**src/rtl/ttem_pkg.sv**
```systemverilog
// Shared constants, codes and types for the two-tap echo mixer.
package ttem_pkg;

  localparam int MaxDelay  = 4096;
  localparam int HistDepth = 2 * MaxDelay;
  localparam int AddrW     = $clog2(HistDepth);

  localparam int SampleW   = 8;
  localparam int DelayW    = 13;
  localparam int GainW     = 16;
  localparam int SeenW     = DelayW + 1;
  localparam int ProdW     = GainW + SampleW;
  localparam int CfgIdxW   = 1;
  localparam int CfgDataW  = 16;

  // numerators are kept in Q15 of the sample scale
  localparam int FracShift = 15;
  localparam int NumW      = ProdW + 2;
  localparam int MagW      = NumW - FracShift;

  // floor(m/3) == (m*683) >> 11 for all m < 2048
  localparam int Div3MulW  = 10;
  localparam int Div3Shift = 11;
  localparam logic [Div3MulW-1:0] Div3Mul = 10'd683;

  typedef enum logic [CfgIdxW-1:0] {
    CFG_DELAY = 1'b0,
    CFG_GAIN  = 1'b1
  } cfg_idx_t;

  typedef enum logic [1:0] {
    MODE_PASS  = 2'd0,
    MODE_TWO   = 2'd1,
    MODE_THREE = 2'd2
  } mode_t;

  typedef struct packed {
    logic  valid;
    mode_t mode;
  } tag_t;

endpackage

```
**src/rtl/ttem_arith.sv**
```systemverilog
// Arithmetic pipeline: tap products, numerator, magnitude, divide and saturate.
module ttem_arith (
  input  logic                                 clk,
  input  logic                                 rst_n,
  input  logic                                 en,
  input  ttem_pkg::tag_t                       tag_i,
  input  logic signed [ttem_pkg::SampleW-1:0]  x_i,
  input  logic signed [ttem_pkg::GainW-1:0]    g_i,
  input  logic signed [ttem_pkg::SampleW-1:0]  tap1_i,
  input  logic signed [ttem_pkg::SampleW-1:0]  tap2_i,
  output logic                                 valid_o,
  output logic [ttem_pkg::SampleW-1:0]         y_o
);
  import ttem_pkg::*;

  tag_t                      tag1_r, tag2_r, tag3_r;
  logic                      valid4_r;
  logic signed [SampleW-1:0] x1_r;
  logic signed [ProdW-1:0]   p1_r, p2_r;
  logic signed [NumW-1:0]    n_r;
  logic                      neg_r;
  logic [MagW-1:0]           mag_r;
  logic [SampleW-1:0]        y_r;

  logic signed [NumW-1:0]    xs, p1s, p2s, n_nxt, abs_n;
  logic [Div3Shift+MagW-1:0] prod3;
  logic [MagW-1:0]           q;
  logic [SampleW-1:0]        y_nxt;

  always_ff @(posedge clk) begin
    if (!rst_n) begin
      tag1_r   <= '0;
      tag2_r   <= '0;
      tag3_r   <= '0;
      valid4_r <= 1'b0;
    end else if (en) begin
      tag1_r   <= tag_i;
      tag2_r   <= tag1_r;
      tag3_r   <= tag2_r;
      valid4_r <= tag3_r.valid;
    end
  end

  // numerator select
  always_comb begin
    xs  = NumW'(x1_r);
    p1s = NumW'(p1_r);
    p2s = NumW'(p2_r);
    case (tag1_r.mode)
      MODE_TWO:   n_nxt = (xs <<< (FracShift - 1)) + p1s;
      MODE_THREE: n_nxt = (xs <<< FracShift) + (p1s <<< 1) + p2s;
      default:    n_nxt = xs <<< FracShift;
    endcase
  end

  assign abs_n = n_r[NumW-1] ? -n_r : n_r;

  // magnitude, divide by three where needed, then sign and saturate
  always_comb begin
    prod3 = mag_r * Div3Mul;
    if (tag3_r.mode == MODE_THREE) begin
      q = prod3[Div3Shift +: MagW];
    end else begin
      q = mag_r;
    end
    if (neg_r) begin
      if (q > MagW'(128)) y_nxt = 8'h80;
      else                y_nxt = SampleW'(-q);
    end else begin
      if (q > MagW'(127)) y_nxt = 8'h7f;
      else                y_nxt = q[SampleW-1:0];
    end
  end

  always_ff @(posedge clk) begin
    if (en) begin
      x1_r  <= x_i;
      p1_r  <= g_i * tap1_i;
      p2_r  <= g_i * tap2_i;
      n_r   <= n_nxt;
      neg_r <= n_r[NumW-1];
      mag_r <= abs_n[NumW-1:FracShift];
      y_r   <= y_nxt;
    end
  end

  assign valid_o = valid4_r;
  assign y_o     = y_r;

endmodule

```
**config.mk**
```make
export PLATFORM = sky130hd
export DESIGN_NAME = ttem_arith
export DESIGN_NICKNAME = d
export VERILOG_FILES = /design/src/rtl/ttem_pkg.sv /design/src/rtl/ttem_arith.sv
export SDC_FILE = /design/constraint.sdc
export NUM_CORES = 1
export LEC_CHECK = 0
export BUFFER_PORTS_ARGS = -buffer_cell sky130_fd_sc_hd__buf_4
export CORE_MARGIN = 2
export CORE_UTILIZATION = 30
export CTS_CLUSTER_SIZE = 8
export DETAILED_ROUTE_END_ITERATION = 16
export PLACE_DENSITY = 0.54
export REMOVE_ABC_BUFFERS = 1
export SLEW_MARGIN = 20
export SYNTH_ARGS = -nofsm -noshare
export SYNTH_HDL_FRONTEND = slang
export SYNTH_SLANG_ARGS = --single-unit
```
**constraint.sdc**
```tcl
create_clock -name clk -period 6.7 [get_ports clk]
set_input_delay 0.67 -clock clk [delete_from_list [all_inputs] [get_ports clk]]
set_output_delay 0.67 -clock clk [all_outputs]
set_load 0.1 [all_outputs]
```
After elaboration in Yosys (flattened, before gate mapping) --
Index checks and enable logic that the tools add are counted.
Operators by class: order comparisons 2, $add $sub $neg 5, eq/ne operators 3, multiplexer cells 6, multipliers 3
Operators with widths (count):
- one-hot mux 26 bit (2 select lines) | 1
- multiplier 16 x 8 -> 24 bit | 2
- adder 23 x 25 -> 26 bit | 1
- adder 26 x 24 -> 26 bit | 1
- negation 26 bit | 1
- adder 22 x 24 -> 25 bit | 1
- 2-to-1 mux 25 bit | 1
- 2-to-1 mux 8 bit | 3
- multiplier 11 x 10 -> 21 bit (second input constant) | 1
- > comparator 11 x 7 -> 1 bit (second input constant) | 1
- > comparator 11 x 8 -> 1 bit (second input constant) | 1
- 2-to-1 mux 11 bit | 1
- negation 8 bit | 1
- equality test 2 bit (second input constant) | 2
- equality test 2 x 1 -> 1 bit (second input constant) | 1
Word-level totals: word-level logic and storage cells 34, bits in registers 112

Longest topological paths before layout --
Gate-level depths: netlist of the first run.
depth after elaboration 5, gate-level depth with buffers 21, mapped depth without buffers 21

Least setup slack after synthesis of the first run --
Ideal clock, no wire load.
kind input to register, start in tap2_i[7] in the netlist's numbering, end reg p2_r[23], data pin, slack 1.424 ns, buffers on the path 1, library setup time 0.260 ns, stages 16, arrival time 5.016 ns, required time 6.440 ns, path through clkbuf_1 -> nand2b_1 -> fa_1 -> inv_1 -> fa_1 -> fa_1 -> fa_1 -> ha_1 -> or4_1 -> o22ai_1 -> o2111a_1 -> o31ai_1 -> o41ai_2 -> o21bai_1 -> a21oi_1 -> xnor2_1
Between the ends: word-level cells in the longest chain between the ends 1
Ends and longest elaborated chain:
- from (decl) | RTL line ttem_arith.sv:10 | input logic signed [ttem_pkg::SampleW-1:0] tap2_i,
- multiplier 16 x 8 -> 24 bit | RTL line ttem_arith.sv:79 | p2_r <= g_i * tap2_i;
- to (signal assigned) | RTL line ttem_arith.sv:79
- to (decl) | RTL line ttem_arith.sv:19 | logic signed [ProdW-1:0] p1_r, p2_r;
No other way between the ends. A chain may end at the register's enable or synchronous reset.

Worst setup path in the final report of the first run --
start reg mag_r[1], end reg y_r[1] (netlist: y_o[1]), data pin
Between the ends: word-level cells in the longest chain between the ends 5
Ends and longest elaborated chain:
- from (decl) | RTL line ttem_arith.sv:22 | logic [MagW-1:0] mag_r;
- from (signal assigned) | RTL line ttem_arith.sv:82 | mag_r <= abs_n[NumW-1:FracShift];
- multiplier 11 x 10 -> 21 bit | RTL line ttem_arith.sv:60 | prod3 = mag_r * Div3Mul;
- 2-to-1 mux 11 bit (*) | RTL line ttem_arith.sv:61 | if (tag3_r.mode == MODE_THREE) begin
- > comparator 11 x 7 -> 1 bit, or another cell as far along | RTL line ttem_arith.sv:70 | if (q > MagW'(127)) y_nxt = 8'h7f;
- 2-to-1 mux 8 bit, on equally long branches | RTL line ttem_arith.sv:70, ttem_arith.sv:67
- 2-to-1 mux 8 bit (*) | RTL line ttem_arith.sv:66 | if (neg_r) begin
- named net y_nxt[1] | RTL line ttem_arith.sv:28 | logic [SampleW-1:0] y_nxt;
- to (signal assigned) | RTL line ttem_arith.sv:83 | y_r <= y_nxt;
- to (decl) | RTL line ttem_arith.sv:23 | logic [SampleW-1:0] y_r;
The timed path passes the listed nets; every way through them passes the cells marked *.

==> results.py, run 1 <==
metrics = {
    "clock_tree": {
        "cts_setup_buffers": 0,
        "h-tree-depth": 3,
        "ctsResizeCount": 0,
        "clk_pin_slew_worst_paths_ps": 80,
        "cts.sinks": 112,
        "holdBufCountCts": 0,
        "cts_tree": "yes",
        "clockBufferDepth": 2,
        "clkLatencyLatePin_ps": 370,
        "clk_root_buffer_cell": "clkbuf_16",
        "cts_buffers": 9,
    },
    "sta": {
        "clock.fmax_mhz": 181,
        "skew_ps": 11.2,
        "final_max_slew_viol_count": 0,
        "setup-tns-final_ps": 0,
        "period_needed_ps": 5530,
        "min_period_over_period": 0.825,
        "finalHoldViolations": 0,
        "max_slew_margin": 0.340,
        "finalSetupViolCount": 0,
        "setup_slack_ps": 1170,
        "max_slew.worst_pin.slew_ps": 990,
        "rsz0062_at_grt": "no",
    },
    "layout": {
        "areaGrowthSynthToFinish_pct": 8.61,
        "final_cell_mix": "323 x inv_1, 244 x fa_1, 204 x ha_1",
        "post_route_cells_drive_above_1_share": 0.0525,
        "utilization": 0.331,
        "fillerInstances": 5788,
        "insertedDiodeCount": 0,
        "mostFrequentLayoutCell": "inv_1",
        "fin_nets": 2260,
    },
    "floorplan": {
        "die-height_um": 244,
        "rows": 87,
        "core-area_um2": 56700,
        "ioPinCount": 55,
        "die_width_um": 244,
        "initial_utilization": 0.305,
        "dieArea_um2": 59600,
    },
    "synthesis": {
        "synth_ff_type": "edfxtp_1",
        "synth_cell_type_count": 69,
        "ys_warn_count": 0,
        "synth_area_per_cell_um2": 9.90,
        "async_flop_share": 0,
        "seq_area_frac_synth": 0.189,
        "synth_edf_count": 102,
        "netlist_instances": 1746,
        "netlist_area_um2": 17300,
        "ys_ff_latch": 112,
    },
    "placement": {
        "dp_hpwl_um": 31400,
        "port-buffer-count": 54,
        "place_congestion": 0.848,
        "dp_slack_ps": 1050,
    },
    "worst_hold_path": {
        "min_path_type": "in2reg",
    },
    "detailed_routing": {
        "viasPerCell": 4.62,
        "vias": 11679,
        "ant_nets": 0,
        "wl_per_cell_um": 14.9,
        "firstDrtPassIters": 5,
        "drt_iter0_markers": 337,
        "drt-total-wl_um": 37600,
        "drc": 0,
    },
    "global_routing": {
        "grt_pass1_vias": 12647,
        "antenna_found_initial": 0,
        "track_usage": 0.130,
        "grt_max_degree": 72,
        "grt_pass1_wl_um": 63100,
        "globalRoute.totalOverflow": 0,
    },
    "critical_path": {
        "cp_max_fo": 5,
        "path_class": "reg2reg",
        "required_ps": 6820,
        "endpoint_kind": "flop",
        "cp_data_arrival_time_ps": 5650,
        "start_kind": "flop",
    },
    "run_status": {
        "status": "completed",
    },
    "pwr": {
        "power_w": 0.00938,
        "leakagePower_nw": 8.48,
        "peakVddDrop_mv": 0.529,
        "p_per_area_nw_per_um2": 500,
    },
    "run": {
        "cap_violations": 0,
    },
}
[cells by family (layout without fill, tap and decap cells)]
logic type                 count (synthesis)  after routing  synth area share
buffers and inverters                    370            395            0.0804
muxes                                     12             12           0.00695
adders and majority gates                448            448             0.430
xor gates and xnor gates                  85             85            0.0431
and+or+nand+nor                          477            477             0.149
DFF                                      112            112             0.189
AOI/OAI and AO/OA                        242            242             0.102
[per-layer routing]
metal  share of wire  up-vias  GRT usage
met5               0        -          0
met4           0.017        0     0.0343
met3           0.027       30     0.0132
met2            0.49      141      0.231
met1            0.47     5762      0.166
li1                -     5746          -
[registers in the layout (all words and copies together) (netlist names)]
register and flops:
neg_r 1, n_r 26, p2_r 24, tag2_r 3, p1_r 24, tag1_r 3, x1_r 8, y_o 8
valid_o 1, tag3_r 3, mag_r 11
[cell type report]
type,count,area (um^2),area share
sequential,112,3260,0.174
clock buffer,10,229,0.0122
multi-input combinational,1264,12600,0.673
inverter,323,1210,0.0646
clock inverter,6,70.1,0.00373
tap,756,946,0.0504
timing repair buffer,56,420,0.0224
[cells in the mapped netlist, drive strengths merged (11+ instances only)]
master,number,area (um^2)
o21ai,39,203
nand2,96,360
xnor2,72,631
nor3,24,131
inv,323,1210
nand2b,43,269
o211ai,14,124
and2,165,1030
a21oi,59,299
a22oi,16,120
ha,204,2550
xor2,13,114
nor2b,24,150
nor2,60,225
o21a,13,97.6
nand3,21,110
fa,244,4880
a21o,26,195
clkbuf,45,169
mux2i,12,120
edfxtp,102,3060
nand4,11,68.8
[power by group]
group | switching (W) | internal, W | leakage (nW)
clock network | 0.000279 | 0.000266 | 0.146
logic | 0.00433 | 0.00322 | 7.25
registers | 0.000136 | 0.00116 | 1.09
[metrics by stage]
stage	cells	area (um^2)	hold WS (ps)
after global placement	2511	18500	494
after global routing	2527	18800	444
final	2527	18800	470
after CTS	2527	18800	443
after floorplan	1699	17100	482
after detailed placement	2511	18500	509
[worst paths after layout]
| check | start | endpoint | slack [ps] | cells past startpoint |
|---|---|---|---|---|
| hold / removal | x_i[7] | x1_r[7] | 470 | 1 |
| setup / recovery | mag_r[1] | y_o[1] | 1170 | 17 |
| setup reg to reg | mag_r[1] | y_o[1] | 1170 | 17 |
| hold reg to reg | tag2_r[0] | tag3_r[0] | 520 | 2 |
[critical path, cell delays in order, from the launching register on]
cell      delay [ps]
edfxtp_1         470
ha_1             410
fa_1             560
fa_1             450
fa_1             510
inv_1             50
fa_1             500
inv_1             40
ha_1             280
o21ai_1          100
o21ai_0          270
nand3b_1         190
o2111a_1         270
o21ai_2          100
o311ai_2         520
o31ai_4          150
and2_4           200
a31o_1           210
(Power assumes the default switching activity.)
==> inputs of run 2 (changes only) <==
Clock period 6.7 ns to 5.45 ns, I/O delays scaled along.
==> results.py, run 2 (synthesized netlist as in run 1, its figures left out) <==
metrics = {
    "floorplan": {
        "initial_utilization": 0.305,
        "core-area_um2": 56700,
        "die_width_um": 244,
        "dieArea_um2": 59600,
        "ioPinCount": 55,
        "die-height_um": 244,
        "rows": 87,
    },
    "clock_tree": {
        "cts_buffers": 9,
        "h-tree-depth": 3,
        "cts.sinks": 112,
        "clk_pin_slew_worst_paths_ps": 80,
        "clkLatencyLatePin_ps": 370,
        "clk_root_buffer_cell": "clkbuf_16",
        "cts_tree": "yes",
        "clockBufferDepth": 2,
    },
    "sta": {
        "max_slew.worst_pin.slew_ps": 1010,
        "finalSetupViolCount": 0,
        "max_slew_margin": 0.325,
        "skew_ps": 10.8,
        "finalHoldViolations": 0,
        "clock.fmax_mhz": 190,
        "setup-tns-final_ps": 0,
        "final_max_slew_viol_count": 0,
        "min_period_over_period": 0.963,
        "period_needed_ps": 5250,
    },
    "placement": {
        "dp_hpwl_um": 32100,
        "port-buffer-count": 54,
        "place_congestion": 0.827,
        "place_area_um2": 18700,
    },
    "layout": {
        "areaGrowthSynthToFinish_pct": 10.8,
        "largest_register_ffs": 26,
        "final_cell_mix": "323 x inv_1, 244 x fa_1, 201 x ha_1",
        "regMostFlops": "n_r",
        "multi_input_area_um2": 12800,
        "post_route_cells_drive_above_1_share": 0.0775,
        "fillerInstances": 5767,
        "fin_nets": 2295,
        "top_regs": "n_r: 26 flops, p1_r: 24 flops, p2_r: 24 flops",
        "utilization": 0.338,
        "stdcell_area_um2": 19200,
        "regArea_um2": 3260,
        "mostFrequentLayoutCell": "inv_1",
        "insertedDiodeCount": 0,
    },
    "critical_path": {
        "r2r_cells": 17,
        "cp_max_fo": 5,
        "cp_data_arrival_time_ps": 5370,
        "r2r-start": "mag_r[3]",
        "r2r_slack_ps": 200,
        "path_class": "reg2reg",
        "endpoint_kind": "flop",
        "worst_r2r_endpoint": "y_o[1]",
        "start_kind": "flop",
        "endpoint": "y_o[1]",
        "required_ps": 5570,
        "critPathLaunch": "mag_r[3]",
    },
    "global_routing": {
        "track_usage": 0.130,
        "grt_max_degree": 64,
        "antenna_found_initial": 0,
        "globalRoute.totalOverflow": 0,
        "busiest_layer": "met2",
        "grt_pass1_vias": 12831,
        "use_met3": 0.0124,
        "grtUsageMet2": 0.237,
        "grt_pass1_wl_um": 63500,
        "grt_use_met1": 0.164,
    },
    "run": {
        "cap_violations": 0,
    },
    "detailed_routing": {
        "drt_iter0_markers": 391,
        "vias": 11842,
        "drt-total-wl_um": 37700,
        "ant_nets": 0,
        "firstDrtPassIters": 7,
        "drc": 0,
        "wl_per_cell_um": 14.7,
        "viasPerCell": 4.62,
    },
    "run_status": {
        "status": "completed",
    },
    "worst_hold_path": {
        "min_path_type": "in2reg",
    },
}
==> run 2: cell count changes in the layout (fill, tap and decap cells not counted), moves of 3 or more <==
cell / previous run / this run
ha_4: 0 / 3
a211oi_2: 3 / 0
ha_1: 204 / 201
buf_4: 56 / 91
a211oi_4: 1 / 4
==> run 2: metrics by stage <==
step           cells  hold slack [ps]  setup slack [ps]
6_report        2562              350               200
5_1_grt         2562              328             -19.9
4_1_cts         2560              331              21.0
3_5_place_dp    2544              509             -58.5
3_3_place_gp    2544              498             -19.2
2_1_floorplan   1699              482               358
==> run 2: critical path: stages (launching register included) <==
cell      delay, ps
edfxtp_1        430
buf_4           180
ha_1            340
fa_1            510
inv_1            50
fa_1            520
inv_1            50
fa_1            420
ha_1            290
ha_1            360
a21oi_2         280
nand3b_1        190
o2111a_1        340
o211a_1         260
a211oi_4        260
nor2_1          130
and2_4          190
a31o_1          210
==> run 2: what timing repair did <==
| item | in CTS | in global routing |
|---|---|---|
| buffers inserted | 0 | 2 |
| hold endpoints to repair | 0 | 0 |
| gates resized for setup | 0 | 19 |
| endpoints found under the setup margin | 0 | 8 |
| hold buffers | 0 | 0 |
==> run 2: layer usage <==
layer  wire length [um]  vias to the layer above
li1                   -                     5799
met4                779                        0
met1              17300                     5820
met5                  0                        -
met3               1010                       40
met2              18600                      183
==> run 2: how the worst min path moves through the flow <==
stage	from	to	slack (ps)	depth (start not counted)
6_report	x_i[5]	x1_r[5]	350	1
5_1_grt	x_i[5]	x1_r[5]	330	1
4_1_cts	x_i[3]	x1_r[3]	330	1
3_5_place_dp	tag2_r[1]	tag2_r[1]	510	2
3_3_place_gp	tag3_r[2]	valid_o	500	2
2_1_floorplan	tag1_r[2]	tag1_r[2]	480	2
==> run 2: cell type report <==
cell class | instances | area share
tap | 756 | 0.0494
clock inverter | 7 | 0.00392
multi-input combinational | 1264 | 0.666
sequential | 112 | 0.170
inverter | 323 | 0.0633
clock buffer | 9 | 0.0118
timing repair buffer | 91 | 0.0357
Power of run 2 is not shown: default switching activity piles up to over one toggle a cycle in this logic, so the estimate is an artifact.
==> inputs of run 3 (changes only) <==
Settings changed: CORE_UTILIZATION 30 to 45, PLACE_DENSITY 0.54 to unset.
==> results.py, run 3 (synthesized netlist as in run 1, its figures left out) <==
metrics = {
    "run_status": {
        "status": "completed",
    },
    "placement": {
        "dp_hpwl_um": 30100,
        "place_congestion": 0.861,
        "place_inst": 2290,
        "port-buffer-count": 54,
    },
    "global_routing": {
        "grt_pass1_vias": 12844,
        "antenna_found_initial": 0,
        "globalRoute.totalOverflow": 0,
        "track_usage": 0.195,
        "grt_max_degree": 54,
        "grt_pass1_wl_um": 62100,
    },
    "detailed_routing": {
        "wl_per_cell_um": 15.6,
        "drc": 0,
        "vias": 11912,
        "firstDrtPassIters": 6,
        "drt_iter0_markers": 344,
        "drt-total-wl_um": 36100,
        "viasPerCell": 5.14,
        "ant_nets": 0,
    },
    "floorplan": {
        "initial_utilization": 0.458,
        "die_width_um": 200,
        "rows": 71,
        "core-area_um2": 37800,
        "dieArea_um2": 40000,
        "die-height_um": 200,
        "ioPinCount": 55,
    },
    "clock_tree": {
        "cts_buffers": 9,
        "clk_pin_slew_worst_paths_ps": 80,
        "h-tree-depth": 3,
        "cts.sinks": 112,
        "clockBufferDepth": 2,
        "clkLatencyLatePin_ps": 370,
        "cts_tree": "yes",
        "clk_root_buffer_cell": "clkbuf_16",
    },
    "layout": {
        "regMostFlops": "n_r",
        "areaGrowthSynthToFinish_pct": 9.61,
        "mostFrequentLayoutCell": "inv_1",
        "final_cell_mix": "323 x inv_1, 244 x fa_1, 196 x ha_1",
        "post_route_cells_drive_above_1_share": 0.0819,
        "stdcell_count": 2318,
        "fin_nets": 2296,
        "largest_register_ffs": 26,
        "top_regs": "n_r: 26 flops, p1_r: 24 flops, p2_r: 24 flops",
        "insertedDiodeCount": 0,
    },
    "critical_path": {
        "slowest_delay_ps": 530,
        "required_ps": 5570,
        "start_kind": "flop",
        "endpoint_kind": "flop",
        "slowest_stage": "fa_1",
        "r2r-start": "mag_r[6]",
        "cp.buffers_inverters": 5,
        "critPathLaunch": "mag_r[6]",
        "r2r_cells": 21,
        "path_cells": "ha_4 > ha_1 > inv_1 > fa_1 > inv_1 > fa_1 > inv_1 > fa_1 > inv_1 > ha_1 > a211oi_4 > o211ai_2 > o211ai_4 > nand4_1 > o211ai_1 > inv_1 > ha_1 > nand3_2 > o31ai_4 > and2_4 > a31o_1",
        "cp.depth": 21,
        "cp_max_fo": 6,
        "cpMostUsedCell": "inv_1",
        "path_class": "reg2reg",
        "cp_data_arrival_time_ps": 5390,
        "crit_family": "adder cells",
    },
    "sta": {
        "clock.fmax_mhz": 190,
        "max_slew_margin": 0.309,
        "period_needed_ps": 5260,
        "min_period_over_period": 0.966,
        "final_max_slew_viol_count": 0,
        "finalSetupViolCount": 0,
        "max_slew.worst_pin.slew_ps": 1040,
        "skew_ps": 12.0,
        "finalHoldViolations": 0,
    },
    "worst_hold_path": {
        "worstHoldPathCells": 1,
        "min_path_type": "in2reg",
        "min-delay-start": "x_i[2]",
    },
    "run": {
        "cap_violations": 0,
    },
}
## run 3: cell types whose count changed in the layout (fill, tap and decap cells not counted), sizes merged
cell / delta
buf: +1
bufinv: +1
clkinv: -2
inv: +1
## run 3: cell type report
type                       instances  area [um^2]
fill                            3538        18800
clock inverter                     7         97.6
sequential                       112         3260
tap                              511          639
multi-input combinational       1264        12800
timing repair buffer              92          703
inverter                         323         1210
clock buffer                       9          225
## run 3: routing by layer
layer  track usage  share of wire  up-vias
li1              -              -     5797
met1         0.243           0.45     5941
met2         0.354           0.50      139
met3        0.0200          0.027       35
met4        0.0587          0.022        0
met5             0              0        -
## run 3: worst paths after layout
check	slack [ps]	end
max reg2reg	190	y_o[1]
min reg2reg	520	tag2_r[2]
min	340	x1_r[2]
max	190	y_o[1]
## run 3: timing repair
action | in CTS | in global routing
pin swaps | 1 | 10
setup buffers | 1 | 11
gates resized for setup | 0 | 25
hold buffers | 0 | 0
endpoints found under the setup margin | 1 | 8
## run 3: stage by stage
| stage | hold slack [ps] | util | cell area (um^2) | setup TNS [ps] | setup WS (ps) |
|---|---|---|---|---|---|
| after floorplan | 482 | - | 17100 | 0 | 358 |
| after global placement | 497 | 0.486 | 18400 | 0 | 74.8 |
| after detailed placement | 509 | 0.486 | 18400 | -18.8 | -18.8 |
| after CTS | 327 | 0.495 | 18700 | 0 | 4.41 |
| after global routing | 327 | 0.502 | 18900 | -89.4 | -35.4 |
| final | 342 | 0.502 | 18900 | 0 | 187 |
Power of run 3 is left out for the same reason.
